File: config.mk
export PLATFORM = sky130hd
export DESIGN_NAME = keepalive_link_watchdog_unit
export DESIGN_NICKNAME = d
export VERILOG_FILES = /design/src/design/klw_pkg.sv /design/src/design/keepalive_link_watchdog_unit.sv /design/src/design/klw_cfg_regs.sv /design/src/design/klw_in_reg.sv /design/src/design/klw_core.sv
export VERILOG_INCLUDE_DIRS = /design/src /design/src/design
export SDC_FILE = /design/constraint.sdc
export NUM_CORES = 1
export LEC_CHECK = 0
export ABC_AREA = 1
export BUFFER_PORTS_ARGS = -buffer_cell sky130_fd_sc_hd__buf_2
export CAP_MARGIN = 5
export CORE_MARGIN = 1
export CORE_UTILIZATION = 40
export DETAILED_ROUTE_END_ITERATION = 10
export PLACE_DENSITY_LB_ADDON = 0.15
export RECOVER_POWER = 100
export SYNTH_ARGS = -nofsm -noshare
export SYNTH_HDL_FRONTEND = slang
export SYNTH_HIERARCHICAL = 1
export SYNTH_SLANG_ARGS = --single-unit
File: constraint.sdc
create_clock -name clk_i -period 4.5 [get_ports clk_i]
set_clock_uncertainty 0.2 [all_clocks]
set_input_delay 0.225 -clock clk_i [delete_from_list [all_inputs] [get_ports clk_i]]
set_output_delay 0.225 -clock clk_i [all_outputs]
set_load 0.01 [all_outputs]
File: src/design/keepalive_link_watchdog_unit_assert.svh
// Assertion helpers for the keepalive link watchdog.
`ifndef KEEPALIVE_LINK_WATCHDOG_UNIT_ASSERT_SVH
`define KEEPALIVE_LINK_WATCHDOG_UNIT_ASSERT_SVH

// Checked on the rising clock, skipped while reset is asserted.
`define KLW_ASSERT(lbl, prop, msg) \
  lbl: assert property (@(posedge clk_i) disable iff (!rst_ni) prop) else $error(msg);

// Checked on the rising clock at all times, reset included.
`define KLW_ASSERT_ALWAYS(lbl, prop, msg) \
  lbl: assert property (@(posedge clk_i) prop) else $error(msg);

`endif

File: src/design/klw_pkg.sv
package klw_pkg;

  localparam int unsigned SeqPortW   = 32;
  localparam int unsigned TimerW     = 16;
  localparam int unsigned CountW     = 8;
  localparam int unsigned CfgIndexW  = 2;
  localparam int unsigned CfgDataW   = 16;

  localparam logic [TimerW-1:0] TxIntervalRst = 16'd3;
  localparam logic [TimerW-1:0] RxTimeoutRst  = 16'd10;
  localparam logic [CountW-1:0] StallLimitRst = 8'd10;

  typedef enum logic [2:0] {
    KIND_TICK         = 3'd0,
    KIND_KEEPALIVE    = 3'd1,
    KIND_LOCAL_START  = 3'd2,
    KIND_REMOTE_START = 3'd3,
    KIND_RECOVERED    = 3'd4
  } klw_kind_e;

  typedef enum logic [1:0] {
    ST_NONE  = 2'd0,
    ST_STALL = 2'd1,
    ST_BUSY  = 2'd2,
    ST_LIMIT = 2'd3
  } klw_status_e;

  typedef enum logic [CfgIndexW-1:0] {
    REG_TX_INTERVAL = 2'd0,
    REG_RX_TIMEOUT  = 2'd1,
    REG_STALL_LIMIT = 2'd2
  } klw_reg_e;

  typedef struct packed {
    logic [TimerW-1:0] tx_interval;
    logic [TimerW-1:0] rx_timeout;
    logic [CountW-1:0] stall_limit;
  } klw_cfg_t;

  typedef struct packed {
    logic [2:0]          kind;
    logic [SeqPortW-1:0] recv_seq;
    logic [SeqPortW-1:0] wait_seq;
    logic                peer_busy;
  } klw_item_t;

endpackage

File: src/design/keepalive_link_watchdog_unit.sv
// Keepalive link watchdog: each input beat is one event (tick, keepalive
// received, local start, remote start, recovery done) and yields exactly one
// result beat with the keepalive-send and recover requests, a status code and
// the current stall count. Throughput is one beat per clock while the result
// side is not stalled; a beat passes through the input register and then the
// result register around the combinational event logic. The input side stalls
// only when its register is full and the result register is held by the
// consumer. Sequence numbers are compared on their low SEQ_WIDTH bits (at
// most the 32 port bits). Configuration writes are always ready and must be
// issued only while no beat is in flight.
`include "keepalive_link_watchdog_unit_assert.svh"

module keepalive_link_watchdog_unit import klw_pkg::*; #(
  parameter int unsigned SEQ_WIDTH = 32
) (
  input  logic                 clk_i,
  input  logic                 rst_ni,
  // configuration write channel
  input  logic                 cfg_valid_i,
  output logic                 cfg_ready_o,
  input  logic [CfgIndexW-1:0] cfg_index_i,
  input  logic [CfgDataW-1:0]  cfg_data_i,
  // event input channel
  input  logic                 in_valid_i,
  output logic                 in_stall_o,
  input  logic [2:0]           kind_i,
  input  logic [SeqPortW-1:0]  recv_seq_i,
  input  logic [SeqPortW-1:0]  wait_seq_i,
  input  logic                 peer_busy_i,
  // result channel
  output logic                 out_valid_o,
  input  logic                 out_stall_i,
  output logic                 send_keepalive_o,
  output logic                 request_recover_o,
  output logic [1:0]           event_status_o,
  output logic [CountW-1:0]    stall_count_o
);

  klw_cfg_t  cfg;
  klw_item_t item_in, item_q;
  logic      item_vld;
  logic      take;

  // gather the input beat into one word
  assign item_in.kind      = kind_i;
  assign item_in.recv_seq  = recv_seq_i;
  assign item_in.wait_seq  = wait_seq_i;
  assign item_in.peer_busy = peer_busy_i;

  klw_cfg_regs u_cfg (
    .clk_i       (clk_i),
    .rst_ni      (rst_ni),
    .cfg_valid_i (cfg_valid_i),
    .cfg_ready_o (cfg_ready_o),
    .cfg_index_i (cfg_index_i),
    .cfg_data_i  (cfg_data_i),
    .cfg_o       (cfg)
  );

  // input register: parts the producer from the result stall
  klw_in_reg u_in (
    .clk_i      (clk_i),
    .rst_ni     (rst_ni),
    .in_valid_i (in_valid_i),
    .in_stall_o (in_stall_o),
    .item_i     (item_in),
    .take_i     (take),
    .vld_o      (item_vld),
    .item_o     (item_q)
  );

  // event logic, watchdog state and result register
  klw_core #(
    .SEQ_WIDTH (SEQ_WIDTH)
  ) u_core (
    .clk_i             (clk_i),
    .rst_ni            (rst_ni),
    .cfg_i             (cfg),
    .vld_i             (item_vld),
    .item_i            (item_q),
    .take_o            (take),
    .out_valid_o       (out_valid_o),
    .out_stall_i       (out_stall_i),
    .send_keepalive_o  (send_keepalive_o),
    .request_recover_o (request_recover_o),
    .event_status_o    (event_status_o),
    .stall_count_o     (stall_count_o)
  );

  // A tick either expires the receive timer or may send a keepalive, never both.
  `KLW_ASSERT(a_send_xor_recover,
              out_valid_o |-> !(send_keepalive_o && request_recover_o),
              "send and recover together")
  // Limit status only when the count has reached the programmed limit.
  `KLW_ASSERT(a_limit_count,
              (out_valid_o && event_status_o == ST_LIMIT) |-> (stall_count_o >= cfg.stall_limit),
              "limit status below limit")
  // A recover request comes from a tick, which never carries a keepalive status.
  `KLW_ASSERT(a_recover_status,
              (out_valid_o && request_recover_o) |-> (event_status_o == ST_NONE),
              "recover with status")

endmodule

File: src/design/klw_cfg_regs.sv
module klw_cfg_regs import klw_pkg::*; (
  input  logic                 clk_i,
  input  logic                 rst_ni,
  input  logic                 cfg_valid_i,
  output logic                 cfg_ready_o,
  input  logic [CfgIndexW-1:0] cfg_index_i,
  input  logic [CfgDataW-1:0]  cfg_data_i,
  output klw_cfg_t             cfg_o
);

  klw_cfg_t cfg_q, cfg_d;

  assign cfg_ready_o = 1'b1;

  always_comb begin
    cfg_d = cfg_q;
    if (cfg_valid_i) begin
      unique case (klw_reg_e'(cfg_index_i))
        REG_TX_INTERVAL: cfg_d.tx_interval = cfg_data_i;
        REG_RX_TIMEOUT:  cfg_d.rx_timeout  = cfg_data_i;
        REG_STALL_LIMIT: cfg_d.stall_limit = cfg_data_i[CountW-1:0];
        default:         cfg_d = cfg_q;
      endcase
    end
  end

  always_ff @(posedge clk_i or negedge rst_ni) begin
    if (!rst_ni) begin
      cfg_q.tx_interval <= TxIntervalRst;
      cfg_q.rx_timeout  <= RxTimeoutRst;
      cfg_q.stall_limit <= StallLimitRst;
    end else begin
      cfg_q <= cfg_d;
    end
  end

  assign cfg_o = cfg_q;

endmodule

File: src/design/klw_in_reg.sv
module klw_in_reg import klw_pkg::*; (
  input  logic      clk_i,
  input  logic      rst_ni,
  input  logic      in_valid_i,
  output logic      in_stall_o,
  input  klw_item_t item_i,
  input  logic      take_i,
  output logic      vld_o,
  output klw_item_t item_o
);

  logic      vld_q, vld_d;
  logic      accept;
  klw_item_t item_q;

  // hold while occupied and not drained this cycle
  assign in_stall_o = vld_q && !take_i;
  assign accept     = in_valid_i && !in_stall_o;
  assign vld_d      = accept || (vld_q && !take_i);

  always_ff @(posedge clk_i or negedge rst_ni) begin
    if (!rst_ni) begin
      vld_q <= 1'b0;
    end else begin
      vld_q <= vld_d;
    end
  end

  always_ff @(posedge clk_i) begin
    if (accept) begin
      item_q <= item_i;
    end
  end

  assign vld_o  = vld_q;
  assign item_o = item_q;

endmodule

File: src/design/klw_core.sv
module klw_core import klw_pkg::*; #(
  parameter int unsigned SEQ_WIDTH = 32
) (
  input  logic              clk_i,
  input  logic              rst_ni,
  input  klw_cfg_t          cfg_i,
  input  logic              vld_i,
  input  klw_item_t         item_i,
  output logic              take_o,
  output logic              out_valid_o,
  input  logic              out_stall_i,
  output logic              send_keepalive_o,
  output logic              request_recover_o,
  output logic [1:0]        event_status_o,
  output logic [CountW-1:0] stall_count_o
);

  localparam int unsigned CmpW = (SEQ_WIDTH < SeqPortW) ? SEQ_WIDTH : SeqPortW;

  logic [TimerW-1:0] rx_timer_q, rx_timer_d;
  logic [TimerW-1:0] tx_timer_q, tx_timer_d;
  logic              recovering_q, recovering_d;
  logic [CmpW-1:0]   saved_seq_q, saved_seq_d;
  logic [CountW-1:0] stall_cnt_q, stall_cnt_d;

  logic              out_vld_q, out_vld_d;
  logic              send_q, send_d;
  logic              recover_q, recover_d;
  klw_status_e       status_q, status_d;

  logic [CmpW-1:0]   rseq, wseq;
  logic [TimerW-1:0] rx_dec, tx_dec;

  assign take_o    = vld_i && (!out_vld_q || !out_stall_i);
  assign out_vld_d = take_o || (out_vld_q && out_stall_i);

  assign rseq   = item_i.recv_seq[CmpW-1:0];
  assign wseq   = item_i.wait_seq[CmpW-1:0];
  assign rx_dec = (rx_timer_q != '0) ? rx_timer_q - 1'b1 : rx_timer_q;
  assign tx_dec = tx_timer_q - 1'b1;

  always_comb begin
    rx_timer_d   = rx_timer_q;
    tx_timer_d   = tx_timer_q;
    recovering_d = recovering_q;
    saved_seq_d  = saved_seq_q;
    stall_cnt_d  = stall_cnt_q;
    send_d       = 1'b0;
    recover_d    = 1'b0;
    status_d     = ST_NONE;
    unique case (klw_kind_e'(item_i.kind))
      KIND_TICK: begin
        if (!recovering_q) begin
          rx_timer_d = rx_dec;
          if (rx_dec == '0) begin
            recovering_d = 1'b1;
            recover_d    = 1'b1;
          end else if (tx_dec == '0) begin
            send_d     = 1'b1;
            tx_timer_d = cfg_i.tx_interval;
          end else begin
            tx_timer_d = tx_dec;
          end
        end
      end
      KIND_KEEPALIVE: begin
        if (rseq != saved_seq_q) begin
          saved_seq_d = rseq;
          stall_cnt_d = '0;
        end else if (rseq < wseq) begin
          if (item_i.peer_busy) begin
            stall_cnt_d = '0;
            status_d    = ST_BUSY;
          end else begin
            stall_cnt_d = (stall_cnt_q == '1) ? stall_cnt_q : stall_cnt_q + 1'b1;
            status_d    = ST_STALL;
          end
        end
        if (stall_cnt_d < cfg_i.stall_limit) begin
          rx_timer_d = cfg_i.rx_timeout;
        end else begin
          rx_timer_d = '0;
          status_d   = ST_LIMIT;
        end
      end
      KIND_LOCAL_START:  tx_timer_d   = cfg_i.tx_interval;
      KIND_REMOTE_START: rx_timer_d   = cfg_i.rx_timeout;
      KIND_RECOVERED:    recovering_d = 1'b0;
      default: ;
    endcase
  end

  always_ff @(posedge clk_i or negedge rst_ni) begin
    if (!rst_ni) begin
      rx_timer_q   <= '0;
      tx_timer_q   <= TxIntervalRst;
      recovering_q <= 1'b0;
      saved_seq_q  <= '0;
      stall_cnt_q  <= '0;
      out_vld_q    <= 1'b0;
    end else begin
      out_vld_q <= out_vld_d;
      if (take_o) begin
        rx_timer_q   <= rx_timer_d;
        tx_timer_q   <= tx_timer_d;
        recovering_q <= recovering_d;
        saved_seq_q  <= saved_seq_d;
        stall_cnt_q  <= stall_cnt_d;
      end
    end
  end

  always_ff @(posedge clk_i) begin
    if (take_o) begin
      send_q    <= send_d;
      recover_q <= recover_d;
      status_q  <= status_d;
    end
  end

  assign out_valid_o       = out_vld_q;
  assign send_keepalive_o  = send_q;
  assign request_recover_o = recover_q;
  assign event_status_o    = status_q;
  // counter only moves on a take, so it matches the held result
  assign stall_count_o     = stall_cnt_q;

endmodule

**Yosys cells after proc, flatten, opt, wreduce, memory -nomap -nowiden**

Index checks and enable logic that the tools add are counted.

- Register bits after elaboration: 187
- Bits of input ports: 91
- Output and inout bits: 15
- Logic and storage cells: 83

- $add $sub $neg: 3
- Order comparisons: 2
- Equality and inequality tests: 10
- Mux-type cells: 21
- Bitwise logic cells: 1
- Reduce and logical (&&, ||, !) cells: 29

Operator list:

| kind | number |
|---|---|
| 16-bit two-way mux | 6 |
| 16-bit one-hot mux with 3 select lines | 1 |
| 8-bit two-way mux | 5 |
| 16-bit zero test | 2 |
| 32-bit less-than comparator | 1 |
| 32-bit inequality test | 1 |
| 16-bit one-hot mux with 2 select lines | 1 |
| 16-bit by 1-bit subtractor with 16-bit output, second input constant | 2 |
| 16-bit nonzero test | 1 |
| 2-bit AND reduction | 5 |
| 8-bit by 1-bit adder with 8-bit output, second input constant | 1 |
| 8-bit == test, second input constant | 1 |
| 8-bit less-than comparator | 1 |
| 2-bit two-way mux | 4 |
| 3-bit by 2-bit == test with 1-bit output, second input constant | 2 |
| 3-bit AND reduction | 2 |
| 1-bit logical AND | 4 |
| 1-bit zero test | 4 |
| 2-bit inequality test, second input constant | 2 |
| 4-bit AND reduction | 1 |
| 2-bit nonzero test | 2 |
| 3-bit by 1-bit == test with 1-bit output, second input constant | 1 |
| 3-bit == test, second input constant | 1 |
| 3-bit zero test | 1 |
| 10 further kinds | 14 |

**Longest topological paths before layout**

- Word-level depth: 9
- Mapped depth: 29

**Modules after synthesis**

Netlist, hierarchy kept.

Modules (own cells, without submodules):

| module | times used | cells each | area an instance (um^2) | seq. area each (um^2) |
|---|---|---|---|---|
| klw_core | 1 | 814 | 6214.7 | 1974.4 |
| klw_in_reg | 1 | 75 | 2099.5 | 2067.0 |
| klw_cfg_regs | 1 | 180 | 1690.4 | 1008.5 |

**Worst setup path after synthesis**

Ideal clock, no wire load.

- Path kind: reg2reg
- Start: register u_core.out_vld_q, in the netlist u_core/out_valid_o
- End: register, netlist name u_in/item_o[0]
- Setup time: 450 ps
- Arrival: 3080 ps
- Path slack: 770 ps
- Stages on the path, launching flop included: 4
- Buffers on the path: 0
- Cell sequence: dfrtp_1 > a21oi_1 > inv_2 > a21oi_2

- Longest elaborated chain between the ends: 7

Ends and longest elaborated chain:

| what | line | RTL |
|---|---|---|
| from (decl) | klw_core.sv:26 | `logic out_vld_q, out_vld_d;` |
| from (signal assigned) | klw_core.sv:102 | `out_vld_q <= out_vld_d;` |
| 1-bit zero test | klw_core.sv:34 | `assign take_o = vld_i && (!out_vld_q \|\| !out_stall_i);` |
| 1-bit logical OR | klw_core.sv:34 |  |
| 1-bit logical AND | klw_core.sv:34 |  |
| named net take | keepalive_link_watchdog_unit.sv:42 | `logic take;` |
| 1-bit zero test | klw_in_reg.sv:17 | `assign in_stall_o = vld_q && !take_i;` |
| 1-bit logical AND | klw_in_reg.sv:17 |  |
| 1-bit zero test | klw_in_reg.sv:18 | `assign accept = in_valid_i && !in_stall_o;` |
| 1-bit logical AND | klw_in_reg.sv:18 |  |
| named net u_in.accept | klw_in_reg.sv:13 | `logic accept;` |

The timed path passes the listed nets, and every way through them passes these cells.
A chain may end at the register's enable or synchronous reset.

**Worst setup path after layout**

- Start: register, netlist name u_in/item_o[64]
- End: register u_core.rx_timer_q[1]

- Longest elaborated chain between the ends: 7

Ends and longest elaborated chain:

| what | line | RTL |
|---|---|---|
| 32-bit less-than comparator | klw_core.sv:70 | `end else if (rseq < wseq) begin` |
| 8-bit two-way mux | klw_core.sv:70 |  |
| 8-bit two-way mux * | klw_core.sv:67 | `if (rseq != saved_seq_q) begin` |
| 8-bit two-way mux * | klw_core.sv:51 | `unique case (klw_kind_e'(item_i.kind))` |
| 8-bit less-than comparator * | klw_core.sv:79 | `if (stall_cnt_d < cfg_i.stall_limit) begin` |
| 16-bit two-way mux * | klw_core.sv:79 |  |
| 16-bit one-hot mux with 3 select lines * | klw_core.sv:51 |  |
| to (signal assigned) | klw_core.sv:104 | `rx_timer_q <= rx_timer_d;` |
| to (decl) | klw_core.sv:20 | `logic [TimerW-1:0] rx_timer_q, rx_timer_d;` |

Every way passes the cells marked *; elsewhere a longest branch is shown, timed or not. The select of a mux whose other input is x is not followed.

==> summary.md <==
| Metric | Value |
|---|---|
| CTS clk-pin slew, worst paths | 80 ps |
| Warnings from Yosys | 6 |
| HPWL Detailed | 15.55 mm |
| Multi-input logic area | 4095 um2 |
| First-pass GRT wire length | 38.15 mm |
| Reg2reg path depth | 22 |
| Hold Slack | -7.062 ps |
| Setup bufs post-CTS | 0 |
| Clk_lat worst skew | 440 ps |
| IO Port Bufs | 104 |
| Vias | 7678 |
| Register area | 5050 um2 |
| RSZ-0062 raised after global routing | no |
| Final instance area | 12140 um2 |
| Site row count | 57 |
| Cell variety after synth | 49 |
| Max Cap Viol | 2 |
| R2r endpoint | u_core/rx_timer_q[1] |
| Main synth FF type | dfrtp_1 |
| Metal1 wirelength | 10.92 mm |
| Psw | 1.849 mW |
| Die span in x | 160.2 um |
| Core footprint | 24390 um2 |
| Async set-reset flop share out of synthesis | 61.50% |
| Met2 WL | 10.65 mm |
| Largest family of logic cells by synthesized area | simple AND/OR/NAND/NOR gates |
| DIE HEIGHT | 160.2 um |
| Wire length on met3 | 692 um |
| Total die area | 25650 um2 |
| Syn Nets | 1202 |
| Setup TNS | 0 ps |
| Flop2flop setup slack | 610 ps |
| Congestion Overflow GR | 0 |
| Status | complete, but fails checks |
| Mapped Area | 10000 um2 |
| Max transition margin | -99.25% |
| Post-synth EDFFs | 72 |
| Synth Register Bits | 187 |
| Initial Util | 41.02% |
| Clock group share of total power | 28.2% |
| Pin count of the biggest net entering global routing | 67 |
| CTS tree | done |
| DP Area | 10810 um2 |
| Post-Syn Instances | 1069 |
| Power density over the cells | 442.3 nW/um2 |
| Drt wl/cell | 14.25 um |
| VDD IR max | 0.2140 mV |
| Switching Share | 34.44% |
| Inserted Clock Buffers | 17 |
| Crit share post-route | 86.41% |
| Nets | 1391 |
| Uppermost layer routed | met4 |
| Hold Buf Count CTS | 88 |
| Vias per std cell | 4.814 |
| Tot Pwr | 5.367 mW |
| Worst r2r src | u_in/item_o[64] |
| CP Capture Type | register |
| Gate power share | 26.7% |
| CP Launch Type | register |
| Routed Antenna Nets | 0 |
| First-pass detailed-route iteration total | 5 |
| Synth Area in Compound Gates | 5.928% |
| Crit path launch | u_in/item_o[64] |
| IO Count | 106 |
| Hold Violations, Final | 1 |
| Min-Delay Path Depth | 3 |
| Worst Hold Class | input pin to register |
| Post-synthesis simple-gate area fraction | 21.81% |
| F_max | 0.2572 GHz |
| Mux contribution to synthesized area | 4.502% |
| PostCTS Resize Cnt | 0 |
| Synth Area in Adders | 5.253% |
| Worst-margin pin slew | 2989 ps |
| Initial antenna violation count | 0 |
| Min-delay src | cfg_index_i[0] |
| WS Path Type | register to register |
| Iter 0 DRT Violations | 446 |
| Hold EP | u_cfg/cfg_o[9] |
| LEAKAGE | 5.756 nW |
| GRT Total Usage | 18.70% |
| Failing checks | hold timing, capacitance limit, slew limit |
| Util after Layout | 49.75% |
| N_diodes | 0 |
| CTS Root Cell | clkbuf_16 |
| Number of remaining DRC errors | 0 |
| Cell Int Power | 3.519 mW |
| Vias in the first global route | 7743 |
| Period minus WS final | 3888 ps |
| Required time worst endpoint | 4680 ps |
| FILL cells | 2342 |
| Slew Viols, Final | 116 |
| Gpl congestion | 0.8686 |
| Synthesized area per cell | 9.359 um2 |
| Share of layout cells above drive strength 1 | 15.26% |
| Synth Area in XOR/XNOR | 4.377% |
| Crit path DAT | 4070 ps |
| Final setup viols | 0 |
| H-tree depth | 4 |
| Max clock buf depth | 2 |
| Sequential share of the synthesized area | 50.48% |
| Worst Path Max Fanout | 16 |
| Area Overhead vs Synth | 21.30% |
| Sequential share of power | 45.2% |
| DRT Wirelength | 22.73 mm |
| Clock Sinks | 187 |
-- flip-flops by register name (all words and copies together), names as in the netlist, 2 cells and up --
name / count
u_core/tx_timer_q: 16
u_cfg/cfg_o: 40
u_core/saved_seq_q: 32
u_in/item_o: 68
u_core/stall_count_o: 8
u_core/rx_timer_q: 16
u_core/event_status_o: 2
-- synth_stat cells, types with 4 or more instances --
cell type	n	area share (%)
nand2_2	20	1.3
nor4_1	4	0.25
mux2i_1	9	0.90
buf_6	4	0.45
nor3_1	11	0.55
edfxtp_1	72	22
a21oi_1	38	1.9
nand2_1	221	8.3
nor2_1	82	3.1
dfstp_2	8	2.1
clkbuf_1	7	0.26
buf_2	13	0.65
dfrtp_1	107	27
o21ai_1	4	0.20
ha_1	42	5.3
nor3_2	4	0.40
xor2_1	48	4.2
mux2_2	32	3.6
nand3_1	53	2.7
nand4_1	57	3.6
o21ai_2	16	1.4
inv_1	144	5.4
o21ai_0	31	1.6
inv_2	5	0.19
-- layout make-up --
class,count,share of cell area (%)
clock buffer,19,3.732
inverter,150,4.640
clock inverter,13,1.217
sequential,187,41.61
tap,324,3.341
timing repair buffer,199,11.71
multi-input combinational,703,33.75
-- metrics by stage --
| stage | worst slack [ps] | instances |
|---|---|---|
| 3_5_place_dp | 773.4 | 1475 |
| 5_1_grt | 193.9 | 1595 |
| 6_report | 611.6 | 1595 |
| 2_1_floorplan | 770.3 | 1069 |
| 4_1_cts | 747.0 | 1595 |
| 3_3_place_gp | 827.0 | 1475 |
-- cells in the final DEF (no fill, tap or decap), drive strengths merged, types with 32 or more instances in the layout --
cell,synthesis,final
nand2,243,243
inv,149,154
dfrtp,107,107
dlygate4sd3,0,88
nor2,85,85
buf,22,82
edfxtp,72,72
nand4,59,59
nand3,56,56
o21ai,51,51
xor2,48,48
clkbuf,7,48
ha,42,42
a21oi,39,39
mux2,32,32
-- worst max-delay path: stages (launching register included) --
cell,delay (ps)
edfxtp_1,420
ha_1,310
nand2_1,70
nor2_1,140
nand4_1,160
a21oi_1,160
nor2_1,70
nand2_1,160
inv_1,100
nand2_1,80
nand2_1,70
inv_1,130
o21ai_0,100
a21oi_1,190
ha_1,280
a21oi_1,150
nor2_1,60
a211oi_1,210
clkbuf_2,400
nand4_1,140
nand3_1,120
nand2_1,60
inv_1,40
-- power by group through the flow --
stage | combinational (mW) | sequential, mW | clock (mW)
after floorplan | 1.09 | 2.40 | 0
after global placement | 1.40 | 2.45 | 0
after detailed placement | 1.41 | 2.46 | 0
after CTS | 1.48 | 2.43 | 1.57
after global routing | 1.64 | 2.47 | 1.63
final | 1.43 | 2.42 | 1.51
-- how the worst max path moves through the flow --
stage                                    end  slack, ps
finish                  u_core/rx_timer_q[1]        610
global route           u_core/rx_timer_q[11]        190
CTS                 u_core/event_status_o[1]        750
detailed placement  u_core/event_status_o[1]        770
global placement    u_core/event_status_o[1]        830
floorplan                     u_in/item_o[0]        770
-- per-layer routing --
metal / track usage [%] / up-vias
met5: 0 / -
met4: 6.364 / 0
met3: 2.675 / 28
met2: 31.30 / 165
met1: 24.78 / 3575
li1: - / 3910
-- cell families after synthesis --
group	Yosys count
DFF	187
muxes	41
adders and majority gates	42
buffers and inverters	179
other	1
and+or+nand+nor	469
AOI/OAI and AO/OA	100
xor gates and xnor gates	50
Note: power is estimated with default switching activity, not from simulation.
